===== config.mk =====
export PLATFORM = sky130hd
export DESIGN_NAME = priority_process_queue
export DESIGN_NICKNAME = d
export VERILOG_FILES = /design/src/hdl/ppq_pkg.sv /design/src/hdl/ppq_cell.sv /design/src/hdl/priority_process_queue.sv
export SDC_FILE = /design/constraint.sdc
export NUM_CORES = 2
export LEC_CHECK = 0
export BUFFER_PORTS_ARGS = -buffer_cell sky130_fd_sc_hd__buf_2
export CAP_MARGIN = 20
export CORE_ASPECT_RATIO = 1.75
export CORE_MARGIN = 2
export CORE_UTILIZATION = 65
export DETAILED_ROUTE_END_ITERATION = 6
export GPL_TIMING_DRIVEN = 1
export PLACE_DENSITY = 0.82
export SYNTH_ARGS = -nofsm -noshare
export SYNTH_HDL_FRONTEND = slang
export SYNTH_HIERARCHICAL = 1
export SYNTH_SLANG_ARGS = --single-unit

===== constraint.sdc =====
create_clock -name clock -period 13.1 [get_ports clock]
set_input_delay 3.275 -clock clock [delete_from_list [all_inputs] [get_ports clock]]
set_output_delay 3.275 -clock clock [all_outputs]
set_load 0.005 [all_outputs]

===== src/hdl/ppq_pkg.sv =====
// ----------------------------------------------------------------------------
// ppq_pkg
// shared types and constants of the priority process queue
// ----------------------------------------------------------------------------
package ppq_pkg;

   localparam int QUEUE_DEPTH = 16;
   localparam int IDX_W       = (QUEUE_DEPTH > 1) ? $clog2(QUEUE_DEPTH) : 1;
   localparam int COUNT_W     = $clog2(QUEUE_DEPTH + 1);
   localparam int ID_W        = 16;
   localparam int DUR_W       = 16;
   localparam int PRI_W       = 8;
   localparam int QCOUNT_W    = 5;
   localparam int REQ_DATA_W  = 40;
   localparam int RSP_DATA_W  = 48;

   localparam logic OP_ADD   = 1'b0;
   localparam logic OP_SCHED = 1'b1;

   typedef struct packed {
      logic [PRI_W-1:0] pri;
      logic [DUR_W-1:0] dur;
      logic [ID_W-1:0]  id;
   } entry_type;

   typedef struct packed {
      entry_type        entry;
      logic [IDX_W-1:0] idx;
   } best_type;

   typedef struct packed {
      logic load;
      logic shift;
   } cell_ctl_type;

endpackage


===== src/hdl/ppq_cell.sv =====
// ----------------------------------------------------------------------------
// ppq_cell
// one queue slot: holds an entry and passes the running best to its neighbor
// ----------------------------------------------------------------------------
module ppq_cell
   import ppq_pkg::*;
(
   input  logic             clock,
   input  cell_ctl_type     ctl,
   input  logic [IDX_W-1:0] cell_index,
   input  logic             occupied,
   input  entry_type        new_entry,
   input  entry_type        right_entry,
   input  best_type         left_best,
   output entry_type        entry,
   output best_type         best
);

   entry_type entry_ff, entry_in;
   best_type  best_ff, best_in;

   always_comb begin
      entry_in = entry_ff;
      if (ctl.shift) begin
         entry_in = right_entry;
      end else if (ctl.load) begin
         entry_in = new_entry;
      end
   end

   // strict compare keeps the lower index on a tie
   always_comb begin
      best_in = left_best;
      if (occupied && (entry_ff.pri > left_best.entry.pri)) begin
         best_in.entry = entry_ff;
         best_in.idx   = cell_index;
      end
   end

   always_ff @(posedge clock) begin
      entry_ff <= entry_in;
      best_ff  <= best_in;
   end

   assign entry = entry_ff;
   assign best  = best_ff;

endmodule


===== src/hdl/priority_process_queue.sv =====
// ----------------------------------------------------------------------------
// priority_process_queue
// bounded process queue built as a row of cells with a best-entry wavefront
// ----------------------------------------------------------------------------
// add beat: registered the cycle after acceptance, one per cycle unless rsp stalls
// schedule beat: result set by the wavefront once it has crossed the cell row
// no new beat is taken while a schedule is in progress
// synchronous active-high reset empties the queue and clears the current process
// ----------------------------------------------------------------------------
module priority_process_queue
   import ppq_pkg::*;
(
   input  logic                  clock,
   input  logic                  reset,
   input  logic                  req_tvalid,
   output logic                  req_tready,
   input  logic [REQ_DATA_W-1:0] req_tdata,  // proc_id, proc_duration, proc_priority
   input  logic [0:0]            req_tuser,  // opcode
   output logic                  rsp_tvalid,
   input  logic                  rsp_tready,
   output logic [RSP_DATA_W-1:0] rsp_tdata   // accepted, current_valid, current_id,
                                             // current_duration, current_priority,
                                             // queue_count
);

   localparam logic ST_IDLE = 1'b0;
   localparam logic ST_SCAN = 1'b1;

   logic                  state_ff, state_in;
   logic [IDX_W-1:0]      cnt_ff, cnt_in;
   logic [COUNT_W-1:0]    count_ff, count_in;
   entry_type             cur_ff, cur_in;
   logic                  cur_valid_ff, cur_valid_in;
   logic                  rsp_valid_ff, rsp_valid_in;
   logic [RSP_DATA_W-1:0] rsp_data_ff, rsp_data_in;

   entry_type    entry_w [QUEUE_DEPTH];
   best_type     best_w  [QUEUE_DEPTH];
   cell_ctl_type ctl_w   [QUEUE_DEPTH];
   logic         occ_w   [QUEUE_DEPTH];

   entry_type new_entry;
   best_type  last_best;
   logic      out_free, req_accept, is_add, full, add_ok;
   logic      scan_done, found, commit, rsp_load, acc_bit;

   assign new_entry  = entry_type'(req_tdata);
   assign last_best  = best_w[QUEUE_DEPTH-1];
   assign out_free   = !rsp_valid_ff || rsp_tready;
   assign req_tready = (state_ff == ST_IDLE) && out_free;
   assign req_accept = req_tvalid && req_tready;
   assign is_add     = (req_tuser[0] == OP_ADD);
   assign full       = (count_ff == COUNT_W'(QUEUE_DEPTH));
   assign add_ok     = req_accept && is_add && !full;
   assign scan_done  = (state_ff == ST_SCAN) && (cnt_ff == IDX_W'(QUEUE_DEPTH - 1)) && out_free;
   assign found      = (last_best.entry.pri != '0);
   assign commit     = scan_done && found;
   assign rsp_load   = (req_accept && is_add) || scan_done;
   assign acc_bit    = (state_ff == ST_SCAN) ? found : !full;

   for (genvar k = 0; k < QUEUE_DEPTH; k++) begin : g_cell
      best_type  left_best;
      entry_type right_entry;

      assign occ_w[k]       = (count_ff > COUNT_W'(k));
      assign ctl_w[k].load  = add_ok && (count_ff == COUNT_W'(k));
      assign ctl_w[k].shift = commit && occ_w[k] && (IDX_W'(k) >= last_best.idx);

      if (k == 0) begin : g_first
         assign left_best = '0;
      end else begin : g_mid
         assign left_best = best_w[k-1];
      end
      if (k == QUEUE_DEPTH - 1) begin : g_last
         assign right_entry = entry_w[k];
      end else begin : g_inner
         assign right_entry = entry_w[k+1];
      end

      ppq_cell u_cell (
         .clock       (clock),
         .ctl         (ctl_w[k]),
         .cell_index  (IDX_W'(k)),
         .occupied    (occ_w[k]),
         .new_entry   (new_entry),
         .right_entry (right_entry),
         .left_best   (left_best),
         .entry       (entry_w[k]),
         .best        (best_w[k])
      );
   end

   always_comb begin
      state_in = state_ff;
      cnt_in   = cnt_ff;
      if (req_accept) begin
         cnt_in = '0;
         if (!is_add) begin
            state_in = ST_SCAN;
         end
      end else if (scan_done) begin
         state_in = ST_IDLE;
      end else if ((state_ff == ST_SCAN) && (cnt_ff != IDX_W'(QUEUE_DEPTH - 1))) begin
         cnt_in = cnt_ff + 1'b1;
      end
   end

   always_comb begin
      count_in     = count_ff;
      cur_in       = cur_ff;
      cur_valid_in = cur_valid_ff;
      if (add_ok) begin
         count_in = count_ff + 1'b1;
      end else if (commit) begin
         count_in     = count_ff - 1'b1;
         cur_in       = last_best.entry;
         cur_valid_in = 1'b1;
      end
   end

   always_comb begin
      rsp_data_in  = {1'b0, QCOUNT_W'(count_in), cur_in.pri, cur_in.dur, cur_in.id,
                      cur_valid_in, acc_bit};
      rsp_valid_in = rsp_load ? 1'b1 : (rsp_tready ? 1'b0 : rsp_valid_ff);
   end

   always_ff @(posedge clock) begin
      if (reset) begin
         state_ff     <= ST_IDLE;
         cnt_ff       <= '0;
         count_ff     <= '0;
         cur_ff       <= '0;
         cur_valid_ff <= 1'b0;
         rsp_valid_ff <= 1'b0;
      end else begin
         state_ff     <= state_in;
         cnt_ff       <= cnt_in;
         count_ff     <= count_in;
         cur_ff       <= cur_in;
         cur_valid_ff <= cur_valid_in;
         rsp_valid_ff <= rsp_valid_in;
      end
   end

   always_ff @(posedge clock) begin
      if (rsp_load) begin
         rsp_data_ff <= rsp_data_in;
      end
   end

   assign rsp_tvalid = rsp_valid_ff;
   assign rsp_tdata  = rsp_data_ff;

endmodule


==> flow_summary.rst <==
.. list-table::
   :header-rows: 1

   * - Metric
     - Value
   * - Worst clock skew
     - 0.0428 ns
   * - Max Fclk
     - 138 MHz
   * - Total negative slack
     - 0 ns
   * - Yosys cell types
     - 64
   * - Terminus of the critical flop-to-flop path
     - g_cell[5].u_cell/entry[38]
   * - H-tree lvl count
     - 3
   * - Wirelength, routed
     - between 100000 and 150000 um
   * - Syn Inst Count
     - 3677
   * - Unrepaired setup endpoints after global routing
     - false
   * - Worst hold endpoint
     - g_cell[9].u_cell/best[22]
   * - Width of the die
     - 233 um
   * - Post-CTS Repair Setup Buffers
     - 0
   * - Count of state elements after synthesis
     - 1443
   * - Hold violation count in the final report
     - 0
   * - Largest net degree at the start of global routing
     - 51
   * - Synthesis warning total
     - 6
   * - Final setup fails
     - 0
   * - Root buf cell
     - clkbuf_16
   * - Number of antenna-violating nets in the routed design
     - 0
   * - Met2 usage
     - between 40% and 50%
   * - Height of the die
     - 406 um
   * - HP Start
     - g_cell[8].u_cell/best[22]
   * - Final cycle utilization of the critical path
     - 55.3%
   * - Number of instances on the worst hold path
     - 1
   * - Area growth from synthesis to layout
     - 9.65%
   * - Crit path max fanout
     - 12
   * - TritonCTS clock tree
     - yes
   * - Class of the tightest hold or removal check
     - register to register
   * - CORE AREA
     - 91600 um2
   * - GR Layer Usage met1
     - between 20% and 30%
   * - Initial antenna violation count
     - 5
   * - Routability Congestion
     - 0.871
   * - Clock latency on the worst-skew pair
     - 0.73 ns
   * - Logic gate share of total power
     - 15.2%
   * - Mapped Avg Cell Area
     - 16.3 um2
   * - Share of final-layout standard cells stronger than drive strength 1
     - between 40% and 50%
   * - Count of hold-fix buffers inserted at cts
     - 0
   * - Leakage power
     - 0.0272 uW
   * - Switching part of the total
     - 22.5%
   * - Number of buffers created by CTS
     - ~120
   * - Worst-case reg-to-reg path depth
     - 7
   * - Worst slew margin
     - 29.6%
   * - Input/output buffers
     - 93
   * - Gr usage total
     - about 24%
   * - Sum of overflow across all layers after global routing
     - 0
   * - Total via count after detailed routing
     - 29741
   * - Number of enable flip-flop cells after synthesis
     - 687
   * - Worst Max-Slew Pin Slew
     - 1.06 ns
   * - Launching element type of the critical path
     - input pin
   * - Sequential fraction of design power
     - between 50% and 60%
   * - Max Transition Viols Final
     - 0
   * - Total design power
     - 11300 uW
   * - Grt peak-use layer
     - met2
   * - Met3 usage
     - 3.85%
   * - Share of power burned in the clock network
     - 33.6%
   * - Post-placement cell count
     - 4945
   * - Synth async-reset ratio
     - 0%
   * - Sequential cell area fraction in the yosys report
     - 59.7%
   * - Run status
     - completed
   * - DR pass1 iterations
     - 7
   * - Nature of the critical path endpoint
     - output port
   * - Wire length of the first global-routing pass
     - 178000 um
   * - Vias per cell
     - 5.75
   * - Total I/O pin count
     - 95
   * - Number of design rule violations left after detail routing
     - 0
   * - Type of the worst setup path
     - input pin to output port
   * - Standard-cell rows
     - 147
   * - Post-layout net count
     - 4056
   * - Crit path required time
     - 9.82 ns
   * - Worst reg2reg path startpoint
     - count_ff[1]
   * - Number of sinks driven by the clock tree
     - 1443
   * - Synthesized cell area
     - ~60000 um2
   * - Via count of the first global-routing pass
     - approximately 31000
   * - Net Switching
     - 2530 uW
   * - Worst reg-to-reg setup slack
     - 8.85 ns
   * - Clk pin slew, worst setup/hold paths
     - 0.07 ns
   * - Data arrival time of the critical path
     - around 4.0 ns
   * - MaxCap Viol Count
     - 0
   * - Count of placed standard cells in the final layout, fillers left out
     - 5173
   * - Gates resized, CTS repair
     - 0
   * - Internal power
     - 8720 uW
   * - Total die area
     - roughly 95000 um2
   * - Final HPWL DP
     - 76000 um
   * - Maximum root-to-sink buffer count
     - 3
   * - Most used flip-flop cell after synthesis
     - dfxtp_1
   * - Power per cell area
     - 171 nW/um2
   * - DR iter-0 viols
     - around 2100
   * - WL per Instance
     - about 22 um
   * - Effective utilization at floorplan
     - 65.4%
   * - Final period demand of the worst path
     - 7.25 ns
   * - Maximum vdd drop
     - 0.000135 V
[area by class of cell]
| cell class | instances | area, um2 |
|---|---|---|
| Fill cell | 5671 | 25900 |
| Clock buffer | 154 | 3250 |
| Clock inverter | 68 | 917 |
| Inverter | 136 | 510 |
| Tap cell | 1192 | 1490 |
| Timing Repair Buffer | 132 | 793 |
| Sequential cell | 1443 | 35800 |
| Antenna cell | 2 | 5.00 |
| Multi-Input combinational cell | 2046 | 22900 |
[sequential cells by signal, summed over array words and instances (netlist names), 4 cells and up]
signal / count
cur_ff: 40
cnt_ff: 4
g_cell.u_cell/entry: 640
rsp_tdata: 47
count_ff: 5
g_cell.u_cell/best: 704
[critical path, cell delays in order]
cell	delay, ns
buf_2	0.11
nor2b_4	0.33
nor2_1	0.10
buf_2	0.15
[routing by layer]
| metal | wire [um] | up-vias |
|---|---|---|
| li1 | - | 13826 |
| met1 | 45400 | 15065 |
| met2 | 61300 | 648 |
| met3 | 4510 | 200 |
| met4 | 3320 | 2 |
| met5 | 12 | - |
[power by group through the flow]
| stage | combinational [uW] | sequential [uW] | clock, uW |
|---|---|---|---|
| global placement | 1640 | 5810 | 0 |
| finish | 1710 | 5760 | 3780 |
| floorplan | 1460 | 5710 | 0 |
| detailed placement | 1700 | 5860 | 0 |
| global route | 1830 | 5820 | 4020 |
| CTS | 1720 | 5760 | 3860 |
[kinds of logic (layout without fill, tap and decap cells)]
| group | count (synthesis) | in the layout | share of synthesized area (%) |
|---|---|---|---|
| fa+ha+maj | 135 | 135 | 2.82 |
| xor+xnor | 5 | 5 | 0.0731 |
| simple gates | 254 | 254 | 2.58 |
| flops | 1443 | 1443 | 59.7 |
| other cells | 2 | 119 | 0.0125 |
| mux | 1387 | 1387 | 30.2 |
| buf+inv | 303 | 490 | 2.81 |
| compound gates | 148 | 148 | 1.82 |
[placed cells by master (no fill, tap or decap), drive strengths merged, types with 8 or more instances in the layout]
master       n
mux2      1385
dfxtp      756
edfxtp     687
clkbuf     155
inv        138
ha         135
buf        131
conb       117
nand2       54
nor2b       46
a21oi       40
clkinv      39
nand4       34
nor2        32
o21ai       23
a21o        19
bufinv      19
or2         18
a41oi       17
a211oi      17
o211ai      16
nor3        15
and2b       13
and3        13
nand3       10
clkinvlp     8
[Yosys cell counts (all sizes together) (10+ instances only)]
cell	number	share of area, %
nand3	10	0.084
dfxtp	756	25
edfxtp	687	34
clkbuf	91	0.57
mux2	1385	30
a211oi	17	0.35
a21oi	40	0.34
nand2	54	0.34
o21ai	23	0.19
a41oi	17	0.25
o211ai	16	0.20
nor3	15	0.13
nand4	34	0.38
a21o	19	0.24
and2b	13	0.16
nor2b	46	0.49
nor2	32	0.40
inv	136	0.85
and3	13	0.14
buf	76	1.4
ha	135	2.8
or2	18	0.19
[worst max path at each step]
stage	startpoint	end	slack, ns	cells past startpoint
3_5_place_dp	rsp_tready	req_tready	5.84	4
4_1_cts	rsp_tready	req_tready	5.83	4
3_3_place_gp	rsp_tready	req_tready	5.84	4
5_1_grt	rsp_tready	req_tready	5.80	4
2_1_floorplan	rsp_tready	rsp_tdata[0]	5.75	3
6_report	rsp_tready	req_tready	5.85	4
[stage by stage]
step,hold slack (ns),util (%),area [um2],setup WS (ns)
2_1_floorplan,0.433,-,60300,5.75
3_3_place_gp,0.435,67.1,61400,5.84
3_5_place_dp,0.440,67.1,61400,5.84
4_1_cts,0.436,71.6,65600,5.83
5_1_grt,0.448,71.7,65700,5.80
6_report,0.442,71.7,65700,5.85
Power figures use the tool's default switching activity.
